$ cat config.mk
export PLATFORM = sky130hd
export DESIGN_NAME = line_pixel_generator_core
export DESIGN_NICKNAME = d
export VERILOG_FILES = /design/src/hw/rtl/lpg_pkg.sv /design/src/hw/rtl/lpg_cfg_regs.sv /design/src/hw/rtl/lpg_step.sv /design/src/hw/rtl/line_pixel_generator_core.sv
export SDC_FILE = /design/constraint.sdc
export NUM_CORES = 1
export LEC_CHECK = 0
export BUFFER_PORTS_ARGS = -buffer_cell sky130_fd_sc_hd__clkbuf_2
export CAP_MARGIN = 30
export CORE_ASPECT_RATIO = 1.25
export CORE_MARGIN = 1
export CORE_UTILIZATION = 62
export CTS_CLUSTER_SIZE = 20
export DETAILED_ROUTE_END_ITERATION = 10
export GPL_TIMING_DRIVEN = 0
export PLACE_DENSITY = 0.83
export SKIP_CTS_REPAIR_TIMING = 1
export SYNTH_ARGS = -nofsm -noshare
export SYNTH_HDL_FRONTEND = slang
export SYNTH_HIERARCHICAL = 1
export SYNTH_SLANG_ARGS = --single-unit
$ cat constraint.sdc
create_clock -name clk_i -period 13.27 [get_ports clk_i]
set_clock_uncertainty 0.1 [all_clocks]
set_input_delay 1.9905 -clock clk_i [delete_from_list [all_inputs] [get_ports clk_i]]
set_output_delay 1.9905 -clock clk_i [all_outputs]
set_load 0.05 [all_outputs]
$ cat src/hw/rtl/lpg_pkg.sv
// Shared types and constants of the line pixel generator.
package lpg_pkg;

  localparam int unsigned COORD_BITS     = 12;
  localparam int unsigned ADDR_BITS      = 24;
  localparam int unsigned PITCH_BITS     = 13;
  localparam int unsigned COLOR_BITS     = 32;
  localparam int unsigned APB_ADDR_BITS  = 3;
  localparam int unsigned APB_DATA_BITS  = 32;

  localparam logic [PITCH_BITS-1:0] ROW_PITCH_RESET = PITCH_BITS'(640);

  typedef enum logic {
    OP_START   = 1'b0,
    OP_ADVANCE = 1'b1
  } lpg_op_e;

  // register index, taken from the word address
  typedef enum logic {
    REG_ROW_PITCH  = 1'b0,
    REG_DRAW_COLOR = 1'b1
  } lpg_reg_e;

  typedef logic [COORD_BITS-1:0] coord_t;
  typedef logic [ADDR_BITS-1:0]  addr_t;

  typedef struct packed {
    lpg_op_e operation;
    coord_t  x_start;
    coord_t  y_start;
    coord_t  x_end;
    coord_t  y_end;
  } line_cmd_t;

  typedef struct packed {
    logic                  pixel_valid;
    coord_t                pixel_x;
    coord_t                pixel_y;
    addr_t                 pixel_address;
    logic [COLOR_BITS-1:0] pixel_color;
    logic                  line_last;
  } pixel_wr_t;

  typedef struct packed {
    logic [PITCH_BITS-1:0] row_pitch;
    logic [COLOR_BITS-1:0] draw_color;
  } lpg_cfg_t;

endpackage

$ cat src/hw/rtl/lpg_cfg_regs.sv
// APB register file: row pitch and draw colour.
module lpg_cfg_regs (
  input  logic                              clk_i,
  input  logic                              rst_ni,
  input  logic                              psel,
  input  logic                              penable,
  input  logic                              pwrite,
  input  logic [lpg_pkg::APB_ADDR_BITS-1:0] paddr,
  input  logic [lpg_pkg::APB_DATA_BITS-1:0] pwdata,
  output logic [lpg_pkg::APB_DATA_BITS-1:0] prdata,
  output logic                              pready,
  output lpg_pkg::lpg_cfg_t                 cfg_o
);
  import lpg_pkg::*;

  lpg_reg_e              reg_sel;
  logic                  wr_en;
  logic [PITCH_BITS-1:0] row_pitch_d, row_pitch_q;
  logic [COLOR_BITS-1:0] draw_color_d, draw_color_q;

  // byte offset bits are ignored, one register per word
  assign reg_sel = lpg_reg_e'(paddr[2]);
  assign wr_en   = psel & penable & pwrite;
  assign pready  = 1'b1;

  always_comb begin
    row_pitch_d  = row_pitch_q;
    draw_color_d = draw_color_q;
    if (wr_en) begin
      unique case (reg_sel)
        REG_ROW_PITCH:  row_pitch_d  = pwdata[PITCH_BITS-1:0];
        REG_DRAW_COLOR: draw_color_d = pwdata[COLOR_BITS-1:0];
        default:        row_pitch_d  = row_pitch_q;
      endcase
    end
  end

  always_ff @(posedge clk_i or negedge rst_ni) begin
    if (!rst_ni) begin
      row_pitch_q  <= ROW_PITCH_RESET;
      draw_color_q <= '0;
    end else begin
      row_pitch_q  <= row_pitch_d;
      draw_color_q <= draw_color_d;
    end
  end

  always_comb begin
    unique case (reg_sel)
      REG_ROW_PITCH:  prdata = APB_DATA_BITS'(row_pitch_q);
      REG_DRAW_COLOR: prdata = APB_DATA_BITS'(draw_color_q);
      default:        prdata = '0;
    endcase
  end

  assign cfg_o.row_pitch  = row_pitch_q;
  assign cfg_o.draw_color = draw_color_q;

endmodule

$ cat src/hw/rtl/lpg_step.sv
// Line state and Bresenham step; result is combinational.
module lpg_step (
  input  logic               clk_i,
  input  logic               rst_ni,
  input  logic               fire_i,
  input  lpg_pkg::line_cmd_t cmd_i,
  input  lpg_pkg::lpg_cfg_t  cfg_i,
  output lpg_pkg::pixel_wr_t pix_o
);
  import lpg_pkg::*;

  // line state
  logic                active_q;
  coord_t              x_q, y_q;
  addr_t               addr_q;
  logic [COORD_BITS:0] err_q;
  coord_t              remain_q;
  logic                major_x_q;
  logic                x_move_q, x_neg_q, y_move_q, y_neg_q;
  coord_t              span_x_q, span_y_q;

  // start path
  coord_t                           span_x_s, span_y_s, remain_s;
  logic                             major_x_s;
  logic [PITCH_BITS+COORD_BITS-1:0] row_base;
  addr_t                            start_addr;

  // advance path
  coord_t              major_span, minor_span;
  logic [COORD_BITS:0] err_sum, err_next;
  logic                minor_step, do_x, do_y;
  coord_t              x_next, y_next;
  addr_t               pitch_ext, dx_term, dy_term, addr_next;

  assign span_x_s  = (cmd_i.x_end >= cmd_i.x_start) ? cmd_i.x_end - cmd_i.x_start
                                                    : cmd_i.x_start - cmd_i.x_end;
  assign span_y_s  = (cmd_i.y_end >= cmd_i.y_start) ? cmd_i.y_end - cmd_i.y_start
                                                    : cmd_i.y_start - cmd_i.y_end;
  assign major_x_s = span_x_s >= span_y_s;
  assign remain_s  = major_x_s ? span_x_s : span_y_s;
  assign row_base  = cfg_i.row_pitch * cmd_i.y_start;
  assign start_addr = ADDR_BITS'(row_base) + ADDR_BITS'(cmd_i.x_start);

  assign major_span = major_x_q ? span_x_q : span_y_q;
  assign minor_span = major_x_q ? span_y_q : span_x_q;
  // err_q stays below the major span, so the sum fits one extra bit
  assign err_sum    = err_q + {1'b0, minor_span};
  assign minor_step = err_sum >= {1'b0, major_span};
  assign err_next   = minor_step ? err_sum - {1'b0, major_span} : err_sum;

  assign do_x = x_move_q & (major_x_q | minor_step);
  assign do_y = y_move_q & (~major_x_q | minor_step);

  assign x_next = do_x ? (x_neg_q ? x_q - 1'b1 : x_q + 1'b1) : x_q;
  assign y_next = do_y ? (y_neg_q ? y_q - 1'b1 : y_q + 1'b1) : y_q;

  assign pitch_ext = ADDR_BITS'(cfg_i.row_pitch);
  assign dx_term   = do_x ? (x_neg_q ? '1 : ADDR_BITS'(1)) : '0;
  assign dy_term   = do_y ? (y_neg_q ? ADDR_BITS'(0) - pitch_ext : pitch_ext) : '0;
  assign addr_next = addr_q + dx_term + dy_term;

  always_comb begin
    pix_o = '0;
    unique case (cmd_i.operation)
      OP_START: begin
        pix_o.pixel_valid   = 1'b1;
        pix_o.pixel_x       = cmd_i.x_start;
        pix_o.pixel_y       = cmd_i.y_start;
        pix_o.pixel_address = start_addr;
        pix_o.pixel_color   = cfg_i.draw_color;
        pix_o.line_last     = remain_s == '0;
      end
      OP_ADVANCE: begin
        if (active_q) begin
          pix_o.pixel_valid   = 1'b1;
          pix_o.pixel_x       = x_next;
          pix_o.pixel_y       = y_next;
          pix_o.pixel_address = addr_next;
          pix_o.pixel_color   = cfg_i.draw_color;
          pix_o.line_last     = remain_q == COORD_BITS'(1);
        end
      end
      default: pix_o = '0;
    endcase
  end

  always_ff @(posedge clk_i or negedge rst_ni) begin
    if (!rst_ni) begin
      active_q <= 1'b0;
    end else if (fire_i) begin
      if (cmd_i.operation == OP_START) begin
        active_q <= remain_s != '0;
      end else if (active_q) begin
        active_q <= remain_q != COORD_BITS'(1);
      end
    end
  end

  always_ff @(posedge clk_i) begin
    if (fire_i) begin
      if (cmd_i.operation == OP_START) begin
        x_q       <= cmd_i.x_start;
        y_q       <= cmd_i.y_start;
        addr_q    <= start_addr;
        err_q     <= '0;
        remain_q  <= remain_s;
        major_x_q <= major_x_s;
        x_move_q  <= cmd_i.x_end != cmd_i.x_start;
        x_neg_q   <= cmd_i.x_end < cmd_i.x_start;
        y_move_q  <= cmd_i.y_end != cmd_i.y_start;
        y_neg_q   <= cmd_i.y_end < cmd_i.y_start;
        span_x_q  <= span_x_s;
        span_y_q  <= span_y_s;
      end else if (active_q) begin
        x_q      <= x_next;
        y_q      <= y_next;
        addr_q   <= addr_next;
        err_q    <= err_next;
        remain_q <= remain_q - 1'b1;
      end
    end
  end

endmodule

$ cat src/hw/rtl/line_pixel_generator_core.sv
// Top level of the line pixel generator: item registers, step unit, APB registers.
//
//   channel  direction  payload     handshake
//   in       into core  line_cmd_t  in_valid_i / in_stall_o
//   out      from core  pixel_wr_t  out_valid_o / out_stall_i
//   apb      into core  registers   psel / penable / pwrite, pready tied high
//
// One item per cycle unless stalled; each is registered at input, then at output.
// The rate is set by the step unit, which updates the line state in the same
// cycle (start address multiply, or error add and compare on an advance).
// Reset drops any active line; row pitch returns to 640, colour to 0.
// in_stall_o rises only when both item registers are full and out_stall_i is high.
module line_pixel_generator_core (
  input  logic                              clk_i,
  input  logic                              rst_ni,
  input  logic                              in_valid_i,
  output logic                              in_stall_o,
  input  lpg_pkg::line_cmd_t                in_item_i,
  output logic                              out_valid_o,
  input  logic                              out_stall_i,
  output lpg_pkg::pixel_wr_t                out_item_o,
  input  logic                              psel,
  input  logic                              penable,
  input  logic                              pwrite,
  input  logic [lpg_pkg::APB_ADDR_BITS-1:0] paddr,
  input  logic [lpg_pkg::APB_DATA_BITS-1:0] pwdata,
  output logic [lpg_pkg::APB_DATA_BITS-1:0] prdata,
  output logic                              pready
);
  import lpg_pkg::*;

  lpg_cfg_t  cfg;
  line_cmd_t in_item_q;
  pixel_wr_t out_item_q, step_pix;
  logic      in_valid_d, in_valid_q;
  logic      out_valid_d, out_valid_q;
  logic      advance, fire, in_accept;

  lpg_cfg_regs u_cfg (
    .clk_i   (clk_i),
    .rst_ni  (rst_ni),
    .psel    (psel),
    .penable (penable),
    .pwrite  (pwrite),
    .paddr   (paddr),
    .pwdata  (pwdata),
    .prdata  (prdata),
    .pready  (pready),
    .cfg_o   (cfg)
  );

  lpg_step u_step (
    .clk_i  (clk_i),
    .rst_ni (rst_ni),
    .fire_i (fire),
    .cmd_i  (in_item_q),
    .cfg_i  (cfg),
    .pix_o  (step_pix)
  );

  // output register free or being emptied this cycle
  assign advance    = ~out_valid_q | ~out_stall_i;
  assign fire       = in_valid_q & advance;
  assign in_stall_o = in_valid_q & ~advance;
  assign in_accept  = in_valid_i & ~in_stall_o;

  always_comb begin
    in_valid_d = in_valid_q;
    if (in_accept) begin
      in_valid_d = 1'b1;
    end else if (fire) begin
      in_valid_d = 1'b0;
    end
    out_valid_d = advance ? in_valid_q : out_valid_q;
  end

  always_ff @(posedge clk_i or negedge rst_ni) begin
    if (!rst_ni) begin
      in_valid_q  <= 1'b0;
      out_valid_q <= 1'b0;
    end else begin
      in_valid_q  <= in_valid_d;
      out_valid_q <= out_valid_d;
    end
  end

  always_ff @(posedge clk_i) begin
    if (in_accept) begin
      in_item_q <= in_item_i;
    end
    if (fire) begin
      out_item_q <= step_pix;
    end
  end

  assign out_valid_o = out_valid_q;
  assign out_item_o  = out_item_q;

endmodule

# After elaboration in Yosys (flattened, before gate mapping)
# Index checks and enable logic that the tools add are counted.
# classes
add_sub_neg	15
bitwise	17
multipliers	1
mux	30
n_reduce_logical	7
n_lt_le_gt_ge	6
n_eq_ne	5
# ops
cell	n
$mux 12	15
$pmux 82 s2	1
$mux 24	6
$mux 82	1
$pmux 32 s2	1
$add 24x24->24	2
$sub 12x12->12	4
$ge 12x12->1	3
$sub 12x1->12 const B	3
$mux 13	2
$add 12x1->12 const B	2
$add 24x12->24	1
$lt 12x12->1	2
$mul 13x12->24	1
$ne 12x12->1	2
$sub 1x13->14 const A	1
$add 13x12->13	1
$ge 13x12->1	1
$sub 13x12->13	1
$eq 12x1->1 const B	1
$logic_not 12->1	1
$ne 12x1->1 const B	1
$reduce_bool 12->1	1
$reduce_and 2->1	4
other kinds (6)	23
# totals
in_bits	91
word_cells	109
ff_bits	281

# Depth between registers and ports, before layout
# Gate-level depths: netlist of the first run.
# depth
word_depth	10
ltp_mapped	37

# Hierarchy
# Netlist of the first run, hierarchy kept.
# by_module_without_submodules
module	n_inst	area_per_inst_um2	cells_per_inst
lpg_step	1	16903.7	1947
line_pixel_generator_core	1	4026.4	139
lpg_cfg_regs	1	2175.8	134

# Worst setup path after synthesis of the first run
# No wires, ideal clock.
# synth_path
path_type	input -> register
startpoint	input out_stall_i
endpoint	register u_step.addr_q[0], enable pin
required_time_ns	12.731
t_arrival_ns	10.251
slack_ns	2.480
stages	2
path_buffers	0
cell_sequence	a21boi_0 and2_1
# synth_between
elab_chain_cells	4
# synth_lines
item	line	rtl
start, declared	line_pixel_generator_core.sv:20	input logic out_stall_i,
$not 1->1	line_pixel_generator_core.sv:62	assign advance = ~out_valid_q | ~out_stall_i;
$or 1x1->1	line_pixel_generator_core.sv:62	
$and 1x1->1	line_pixel_generator_core.sv:63	assign fire = in_valid_q & advance;
$reduce_and 2->1 (no source line)	--	
end signal, assigned	lpg_step.sv:104	addr_q <= start_addr;
end signal, assigned	lpg_step.sv:117	addr_q <= addr_next;
end, declared	lpg_step.sv:15	addr_t addr_q;
# Every way passes these cells.
# A chain may end at the register's enable or synchronous reset.

==> flow_summary.toml, run 1 <==
[synth]
ranking_of_synthesized_cells_by_area = "sky130_fd_sc_hd__edfxtp_1, sky130_fd_sc_hd__ha_1, sky130_fd_sc_hd__fa_1"
synth.cell_area_um2 = 23100
synth_area_per_cell_um2 = 10.4
most_used_flip_flop_cell_after_synthesis = "sky130_fd_sc_hd__edfxtp_1"
ys.warnings.count = 6
postSynthRegisterBits = 281
mappedNetlistNets = 2658
yosys.area.top_type_share_pct = 30.3
async_reset_ff_share_pct = 17.1
synth_enable_flop_cells = 233
syn_inst = 2220
synthDominantAreaCellType = "sky130_fd_sc_hd__edfxtp_1"
synth_cell_type_count = 86
synth_sequential_area_ratio_pct = 35.5

[global_routing]
groute.usage.overall_pct = 33.8
grt_pass1_wl_mm = 98.5
maximum_number_of_pins_on_one_net_before_global_route_repair = 59
grt_remaining_overflow = 0
number_of_antenna_violations_at_the_first_check_in_global_routing = 0
vias_in_the_first_global_route = 18700

[timing]
finalCriticalPeriod_ns = 10.42
fin_hold_ws_ns = 0.418
final-max-slew-violation-count = 0
fmax_mhz = 95.9
setup_viol_count_final = 0
hold_violations = 0
worst_max_slew_pin_slew_ns = 0.934
timing.final.crit_share_pct = 78.5
unrepaired_setup_endpoints_after_global_routing = "no"
slew_headroom_pct = 37.7

[floorplanning]
design.core.area_um2 = 36500
floorplan.die.width_um = 175
floorplan.die_area_um2 = 38000
rows = 78
die_height_um = 218
num_io_pins = 208
floorplan.initialDensity_pct = 63.3

[cells_and_area]
antenna_cells = 0
area_growth_syn_to_layout_pct = 12.0
final_layout_size_suffix_gt1_share_pct = 15.5
layout.nets = 2900

[critical_path]
crit_arrival_ns = 10.79
critPathRequiredTime_ns = 13.64
crit_top_cell = "sky130_fd_sc_hd__clkbuf_1"
max_stage_delay_ns = 0.75
critical_path_maximum_fanout = 10
critPathLaunchType = "flop"
crit_type = "flop to flop"
cell_at_the_slowest_stage_of_the_critical_path = "sky130_fd_sc_hd__o311ai_0"
cp_endpoint_kind = "flop"

[route]
route.vias.total = 18000
drt_drc_violations_left = 0
drt_pre_antenna_iters = 5
wl_per_cell_um = 21.4
number_of_routed_nets_with_antenna_violations = 0
wl_mm = 63.5
viasPerCell = 6.06
detailedRoute.firstIterationViolations = 1166

[cts]
cts.sink_count = 281
htree_num_levels = 1
clk_transition_reported_paths_ns = 0.06
clock_latency_of_the_later_clocked_register_in_the_worst_skew_pair_ns = 0.61
cts_tree = "done"
cts-buffers-inserted = 30
clockBufferDepth = 3
clk_root_buffer_cell = "sky130_fd_sc_hd__clkbuf_16"

[status]
run_status = "complete, no violations"

[min_path]
min_path_type = "flop to flop"

[placed_design]
port-buffer-count = 203
final_weighted_congestion_in_routability_driven_placement = 1.01
hpwl_mm = 49.1

[flow_run]
max_cap_viol_count = 0
[stage by stage]
stage                     TNS [ns]  worst slack, ns  cells  instance area [um2]  utilization, %
after floorplan                  0             2.48   2220                23100               -
after global placement     -196.30            -2.25   2903                24700            67.7
after detailed placement         0             3.01   2910                24900            68.2
after CTS                        0             2.98   2966                25900            70.9
after global routing             0             2.08   2966                25900            70.9
final                            0             2.85   2966                25900            70.9
[area by class of cell]
cell class	count	area, um2
flip-flops and latches	281	8200
clock inverters	9	81.3
plain buffers	95	438
inverters	249	935
fillers	2633	10600
clock buffers	47	918
multi-input cells	1595	13600
well taps	480	601
repair buffers	210	1170
[per-layer routing]
| layer | part of all wire (%) | vias to the layer above | global-route usage (%) |
|---|---|---|---|
| met2 | 50 | 785 | 59.0 |
| met1 | 35 | 8800 | 36.1 |
| met4 | 8.5 | 0 | 25.4 |
| met3 | 6.8 | 281 | 6.56 |
| met5 | 0 | - | 0 |
| li1 | - | 8120 | - |
[sequential cells by signal (all words and copies together) (netlist names), 12 cells and up]
name                count
out_item_o             82
in_item_q              49
u_cfg/draw_color_q     32
u_step/addr_q          24
u_cfg/row_pitch_q      13
u_step/err_q           13
u_step/remain_q        12
u_step/span_x_q        12
u_step/span_y_q        12
u_step/x_q             12
u_step/y_q             12
[cells in the final DEF, fill, tap and decap left out, types with 5 or more instances in the layout]
master and n:
sky130_fd_sc_hd__xnor2_1 97, sky130_fd_sc_hd__a21o_1 65, sky130_fd_sc_hd__o31ai_1 6, sky130_fd_sc_hd__inv_1 246, sky130_fd_sc_hd__a31o_2 6, sky130_fd_sc_hd__a31oi_1 9, sky130_fd_sc_hd__buf_1 5, sky130_fd_sc_hd__clkbuf_16 33
sky130_fd_sc_hd__nand3_1 11, sky130_fd_sc_hd__nand2_1 182, sky130_fd_sc_hd__a21oi_1 149, sky130_fd_sc_hd__nand2b_1 16, sky130_fd_sc_hd__fa_1 131, sky130_fd_sc_hd__or2_2 6, sky130_fd_sc_hd__clkbuf_2 203, sky130_fd_sc_hd__buf_6 9
sky130_fd_sc_hd__and3_1 8, sky130_fd_sc_hd__mux2_2 37, sky130_fd_sc_hd__nor2b_1 14, sky130_fd_sc_hd__mux2_4 41, sky130_fd_sc_hd__or3_1 6, sky130_fd_sc_hd__o21bai_1 18, sky130_fd_sc_hd__xor2_1 46, sky130_fd_sc_hd__buf_2 5
sky130_fd_sc_hd__o211ai_1 6, sky130_fd_sc_hd__mux2i_1 47, sky130_fd_sc_hd__o31a_1 5, sky130_fd_sc_hd__dfrtp_1 46, sky130_fd_sc_hd__clkbuf_1 84, sky130_fd_sc_hd__and2_1 103, sky130_fd_sc_hd__edfxtp_1 233, sky130_fd_sc_hd__a211oi_1 15
sky130_fd_sc_hd__o21a_1 13, sky130_fd_sc_hd__nor3_1 17, sky130_fd_sc_hd__o22ai_1 24, sky130_fd_sc_hd__nand4_1 14, sky130_fd_sc_hd__clkinv_2 5, sky130_fd_sc_hd__o21ai_0 73, sky130_fd_sc_hd__nor2_1 142, sky130_fd_sc_hd__ha_1 216
[path summary, 6_finish.rpt]
kind                                   from                     end  slack (ns)  cells past startpoint
min                              in_valid_q             out_valid_o        0.42                      1
max reg2reg                u_step/major_x_q          out_item_o[55]        2.85                     37
max                        u_step/major_x_q          out_item_o[55]        2.85                     37
min reg2reg                      in_valid_q             out_valid_o        0.42                      1
min in group asynchronous            rst_ni  u_cfg/draw_color_q[22]        1.20                      1
max in group asynchronous            rst_ni    u_cfg/row_pitch_q[9]       11.25                      2
[critical path, delay by kind of cell (launching register included)]
| family | cells | cell delay [ns] |
|---|---|---|
| AND/OR/NAND/NOR | 10 | 2.05 |
| buffers and inverters | 6 | 2.09 |
| adder cells (fa/ha/maj) | 5 | 1.30 |
| AO/OA/AOI/OAI | 13 | 3.60 |
| XOR/XNOR | 1 | 0.17 |
| flip-flops | 1 | 0.31 |
| multiplexers | 2 | 0.65 |
[synthesized netlist by cell type, drive strengths merged, types with 24 or more instances]
| cell type | number |
|---|---|
| mux2i | 47 |
| o21ai | 75 |
| fa | 131 |
| edfxtp | 233 |
| and2 | 106 |
| nor2 | 142 |
| o22ai | 24 |
| xnor2 | 97 |
| nand2 | 183 |
| a21oi | 150 |
| dfrtp | 46 |
| xor2 | 47 |
| mux2 | 78 |
| a21o | 66 |
| clkbuf | 74 |
| ha | 216 |
| inv | 248 |
[logic make-up after synthesis]
family          after synthesis  synth area share (%)
buf+inv                     344                  5.94
mux                         125                  6.50
fa+ha+maj                   347                  23.0
other cells                   1                0.0162
flops                       281                  35.5
compound gates              435                  12.1
xor+xnor                    145                  5.59
simple gates                542                  11.3
Power of run 1 is not shown: default switching activity piles up to over one toggle a cycle in this logic, so the estimate is an artifact.
==> inputs of run 2 (changes only) <==
--- a/config.mk
+++ b/config.mk
@@ -9,11 +9,11 @@
 export CAP_MARGIN = 30
 export CORE_ASPECT_RATIO = 1.25
 export CORE_MARGIN = 1
-export CORE_UTILIZATION = 62
+export CORE_UTILIZATION = 56
 export CTS_CLUSTER_SIZE = 20
 export DETAILED_ROUTE_END_ITERATION = 10
 export GPL_TIMING_DRIVEN = 0
-export PLACE_DENSITY = 0.83
+export PLACE_DENSITY = 0.79
 export SKIP_CTS_REPAIR_TIMING = 1
 export SYNTH_ARGS = -nofsm -noshare
 export SYNTH_HDL_FRONTEND = slang
==> constraint.sdc (replaced) <==
create_clock -name clk_i -period 8.4 [get_ports clk_i]
set_clock_uncertainty 0.1 [all_clocks]
set_input_delay 1.26 -clock clk_i [delete_from_list [all_inputs] [get_ports clk_i]]
set_output_delay 1.26 -clock clk_i [all_outputs]
set_load 0.05 [all_outputs]
==> flow_summary.toml, run 2 (synthesized netlist as in run 1, its figures left out) <==
[status]
run_status = "complete, no violations"

[placed_design]
port-buffer-count = 203
dpl_cell_area_um2 = 25000
final_weighted_congestion_in_routability_driven_placement = 0.948
hpwl_mm = 49.7

[critical_path]
rr_endpoint = "out_item_o[56]"
crit_top_cell = "sky130_fd_sc_hd__ha_1"
r2r.worst_path.cells = 34
critical_path_maximum_fanout = 10
crit_path_start = "u_step/major_x_q"
critPathRequiredTime_ns = 8.61
crit_type = "flop to flop"
worstSetupEndpoint = "out_item_o[56]"
crit_arrival_ns = 8.36
cp_endpoint_kind = "flop"
cell_at_the_slowest_stage_of_the_critical_path = "sky130_fd_sc_hd__edfxtp_1"
reg2reg_slack_ns = 0.24
r2r-start = "u_step/major_x_q"
max_stage_delay_ns = 0.44
critPathLaunchType = "flop"

[cts]
cts_tree = "done"
clock_latency_of_the_later_clocked_register_in_the_worst_skew_pair_ns = 0.60
cts-buffers-inserted = 30
cts.sink_count = 281
clk_root_buffer_cell = "sky130_fd_sc_hd__clkbuf_16"
clockBufferDepth = 3
htree_num_levels = 1
clk_transition_reported_paths_ns = 0.07

[cells_and_area]
antenna_cells = 0
largest_register_ff_count = 82
layout.cells.most_common = "sky130_fd_sc_hd__inv_1"
final_area_um2 = 26200
area_growth_syn_to_layout_pct = 13.6
final_layout_size_suffix_gt1_share_pct = 17.1
layout.nets = 2909
layout.cells.most_common_list = "sky130_fd_sc_hd__inv_1, sky130_fd_sc_hd__edfxtp_1, sky130_fd_sc_hd__ha_1, sky130_fd_sc_hd__clkbuf_2, sky130_fd_sc_hd__nand2_1"
nFillCells = 3218

[global_routing]
grt_pass1_wl_mm = 99.5
grt_remaining_overflow = 0
maximum_number_of_pins_on_one_net_before_global_route_repair = 61
groute.usage.overall_pct = 30.8
number_of_antenna_violations_at_the_first_check_in_global_routing = 0
vias_in_the_first_global_route = 18600

[timing]
final-max-slew-violation-count = 0
worst_max_slew_pin_slew_ns = 0.914
finalCriticalPeriod_ns = 8.16
fmax_mhz = 123
slew_headroom_pct = 39.1
setup_viol_count_final = 0
timing.final.crit_share_pct = 97.1
hold_violations = 0

[route]
detailedRoute.firstIterationViolations = 1067
number_of_routed_nets_with_antenna_violations = 0
route.vias.total = 17700
wl_per_cell_um = 21.0
drt_drc_violations_left = 0
drt_pre_antenna_iters = 5
viasPerCell = 5.82
wl_mm = 64.0

[flow_run]
max_cap_viol_count = 0

[floorplanning]
floorplan.die.width_um = 184
num_io_pins = 208
rows = 82
die_height_um = 229
floorplan.die_area_um2 = 42100
floorplan.initialDensity_pct = 57.2
design.core.area_um2 = 40400

[min_path]
min_path_type = "flop to flop"
## run 2: cell types whose count changed in the layout (fill, tap and decap cells not counted), moves of 4 or more
cell / previous run / this run
sky130_fd_sc_hd__clkbuf_1: 84 / 68
sky130_fd_sc_hd__clkinv_2: 5 / 9
sky130_fd_sc_hd__buf_6: 9 / 13
sky130_fd_sc_hd__clkbuf_8: 4 / 0
sky130_fd_sc_hd__clkinv_1: 1 / 5
sky130_fd_sc_hd__bufinv_16: 0 / 4
sky130_fd_sc_hd__buf_4: 2 / 12
## run 2: metal layers
metal	vias to the layer above	global-route usage (%)	share of wire (%)
met4	0	20.3	7.5
met5	-	0	0
met2	654	54.8	50
met1	8684	33.6	36
met3	244	4.77	5.6
li1	8121	-	-
## run 2: worst max-delay path: cells and delay by family (launching register included)
family	cells	cell delay, ns
simple gates	8	1.58
buf+inv	4	0.70
fa+ha+maj	4	1.15
compound gates	14	2.97
xor+xnor	2	0.40
mux	2	0.53
flops	1	0.44
## run 2: per-stage QoR
step,setup WS [ns],cells,util [%],TNS (ns),hold slack (ns)
floorplan,0.0678,2220,-,0,0.367
detailed placement,-1.69,2976,61.8,-34.60,0.409
global route,-0.149,3041,64.9,-0.532,0.443
CTS,-1.76,3032,64.3,-36.71,0.429
global placement,-2.82,2969,61.4,-285.20,0.377
finish,0.241,3041,64.9,0,0.429
## run 2: worst min-delay path by stage
| stage | startpoint | depth (start not counted) | to | slack, ns |
|---|---|---|---|---|
| after floorplan | in_valid_q | 1 | out_valid_o | 0.37 |
| after global placement | in_valid_q | 1 | out_valid_o | 0.38 |
| after detailed placement | u_cfg/draw_color_q[21] | 1 | u_cfg/draw_color_q[21] | 0.41 |
| after CTS | u_cfg/draw_color_q[28] | 1 | u_cfg/draw_color_q[28] | 0.43 |
| after global routing | u_cfg/draw_color_q[28] | 1 | u_cfg/draw_color_q[28] | 0.44 |
| final | in_valid_q | 1 | out_valid_o | 0.43 |
## run 2: layout make-up
type	instances	area, um2	area share (%)
multi-input combinational	1595	13700	52.1
buffer	93	472	1.80
clock inverter	26	279	1.06
clock buffer	30	751	2.86
tap	546	683	2.60
inverter	249	937	3.57
sequential	281	8200	31.2
timing repair buffer	221	1240	4.74
Power of run 2 is left out for the same reason.
==> inputs of run 3 (changes only) <==
--- a/config.mk
+++ b/config.mk
@@ -7,13 +7,12 @@
 export LEC_CHECK = 0
 export BUFFER_PORTS_ARGS = -buffer_cell sky130_fd_sc_hd__clkbuf_2
 export CAP_MARGIN = 30
-export CORE_ASPECT_RATIO = 1.25
 export CORE_MARGIN = 1
 export CORE_UTILIZATION = 56
 export CTS_CLUSTER_SIZE = 20
 export DETAILED_ROUTE_END_ITERATION = 10
 export GPL_TIMING_DRIVEN = 0
-export PLACE_DENSITY = 0.79
+export PLACE_DENSITY = 0.81
 export SKIP_CTS_REPAIR_TIMING = 1
 export SYNTH_ARGS = -nofsm -noshare
 export SYNTH_HDL_FRONTEND = slang
==> flow_summary.toml, run 3 (synthesized netlist as in run 1, its figures left out) <==
[route]
dr_wl_met2_mm = 28.7
wl_per_cell_um = 20.0
route.vias.total = 17600
highest_routed_metal_layer = "met4"
drt_drc_violations_left = 0
route.layer.met1.wl_mm = 24.9
dr_wl_met3_mm = 5.23
drt_pre_antenna_iters = 7
wl_mm = 60.7
detailedRoute.firstIterationViolations = 1826
number_of_routed_nets_with_antenna_violations = 0
viasPerCell = 5.81

[critical_path]
cp.buffers_inverters = 4
worst-path-stages = 35
r2r-start = "u_step/major_x_q"
crit_arrival_ns = 8.31
worstSetupEndpoint = "out_item_o[56]"
reg2reg_slack_ns = 0.24
critPathLaunchType = "flop"
cell_at_the_slowest_stage_of_the_critical_path = "sky130_fd_sc_hd__fa_1"
crit_top_cell = "sky130_fd_sc_hd__ha_1"
max_stage_delay_ns = 0.49
rr_endpoint = "out_item_o[56]"
critical_path_maximum_fanout = 10
crit_type = "flop to flop"
r2r.worst_path.cells = 35
critPathRequiredTime_ns = 8.55
timing.critical_path.max_delay_family = "compound AO/OA/AOI/OAI gates"
crit_path_start = "u_step/major_x_q"
cp_endpoint_kind = "flop"

[cells_and_area]
layout.nets = 2909
layout.cells.most_common_list = "sky130_fd_sc_hd__inv_1, sky130_fd_sc_hd__edfxtp_1, sky130_fd_sc_hd__ha_1, sky130_fd_sc_hd__clkbuf_2, sky130_fd_sc_hd__nand2_1"
largest_register_ff_count = 82
postLayoutCoreUtil_pct = 64.5
final_layout_size_suffix_gt1_share_pct = 16.7
layout.cells.most_common = "sky130_fd_sc_hd__inv_1"
final_area_um2 = 26300
area_growth_syn_to_layout_pct = 13.7

[placed_design]
pre_cts_ws_ns = -1.64
port-buffer-count = 203
final_weighted_congestion_in_routability_driven_placement = 0.983
dpl_cell_area_um2 = 25000
hpwl_mm = 47.3

[global_routing]
grt_remaining_overflow = 0
grt_pass1_wl_mm = 93.3
vias_in_the_first_global_route = 17400
number_of_antenna_violations_at_the_first_check_in_global_routing = 1
maximum_number_of_pins_on_one_net_before_global_route_repair = 44
groute.usage.overall_pct = 28.6

[floorplanning]
rows = 74
floorplan.die_area_um2 = 42100
num_io_pins = 208
floorplan.die.width_um = 205
die_height_um = 205
floorplan.initialDensity_pct = 56.7
design.core.area_um2 = 40700

[timing]
slew_headroom_pct = 36.9
finalCriticalPeriod_ns = 8.16
final-max-slew-violation-count = 0
pnr_worst_setup_slack_ns = 0.242
setup_viol_count_final = 0
timing.final.crit_share_pct = 97.1
hold_violations = 0
worst_max_slew_pin_slew_ns = 0.941
fmax_mhz = 123

[cts]
htree_num_levels = 1
clk_transition_reported_paths_ns = 0.06
clk_root_buffer_cell = "sky130_fd_sc_hd__clkbuf_16"
cts-buffers-inserted = 31
clock_latency_of_the_later_clocked_register_in_the_worst_skew_pair_ns = 0.58
cts_tree = "done"
cts.sink_count = 281
clockBufferDepth = 3

[flow_run]
max_cap_viol_count = 0

[status]
run_status = "complete, no violations"

[min_path]
min_path_type = "flop to flop"
run 3: cell types whose count changed in the layout (fill, tap and decap cells not counted), sizes merged:
cell / change
clkinvlp: -1
diode: +1
buf: +1
inv: -1
clkbuf: +12
clkinv: -10
bufinv: -1
run 3: worst min-delay path by stage:
stage	from	cells past startpoint	slack (ns)	endpoint
3_3_place_gp	in_valid_q	1	0.38	out_valid_o
6_report	in_valid_q	1	0.41	out_valid_o
5_1_grt	in_valid_q	1	0.44	out_valid_o
4_1_cts	u_cfg/draw_color_q[19]	1	0.42	u_cfg/draw_color_q[19]
3_5_place_dp	u_cfg/draw_color_q[19]	1	0.40	u_cfg/draw_color_q[19]
2_1_floorplan	in_valid_q	1	0.37	out_valid_o
run 3: layout make-up:
type / count / area [um2]
plain buffers: 92 / 462
multi-input cells: 1595 / 13700
flip-flops and latches: 281 / 8200
well taps: 532 / 666
clock inverters: 13 / 163
clock buffers: 44 / 886
inverters: 249 / 937
repair buffers: 221 / 1260
diodes: 1 / 2.50
fillers: 3139 / 14500
run 3: through the flow:
stage	setup TNS [ns]	std cells	hold WS (ns)
after global routing	-0.210	3027	0.440
after CTS	-31.93	3019	0.421
after detailed placement	-29.89	2962	0.405
after global placement	-279.09	2955	0.378
final	0	3028	0.414
after floorplan	0	2220	0.367
run 3: per-layer routing:
layer | vias up | global-route usage, %
met2 | 769 | 46.9
met5 | - | 0
met3 | 109 | 3.98
met1 | 8591 | 38.9
li1 | 8123 | -
met4 | 0 | 9.87
run 3: worst reg2reg max path, delay by kind of cell, from the launching register on:
family,cells,cell delay [ns]
AO/OA/AOI/OAI,13,2.97
adder cells (fa/ha/maj),6,1.71
AND/OR/NAND/NOR,7,1.09
XOR/XNOR,3,0.60
buffers and inverters,4,0.53
multiplexers,2,0.46
flip-flops,1,0.40
Power of run 3 is left out for the same reason.
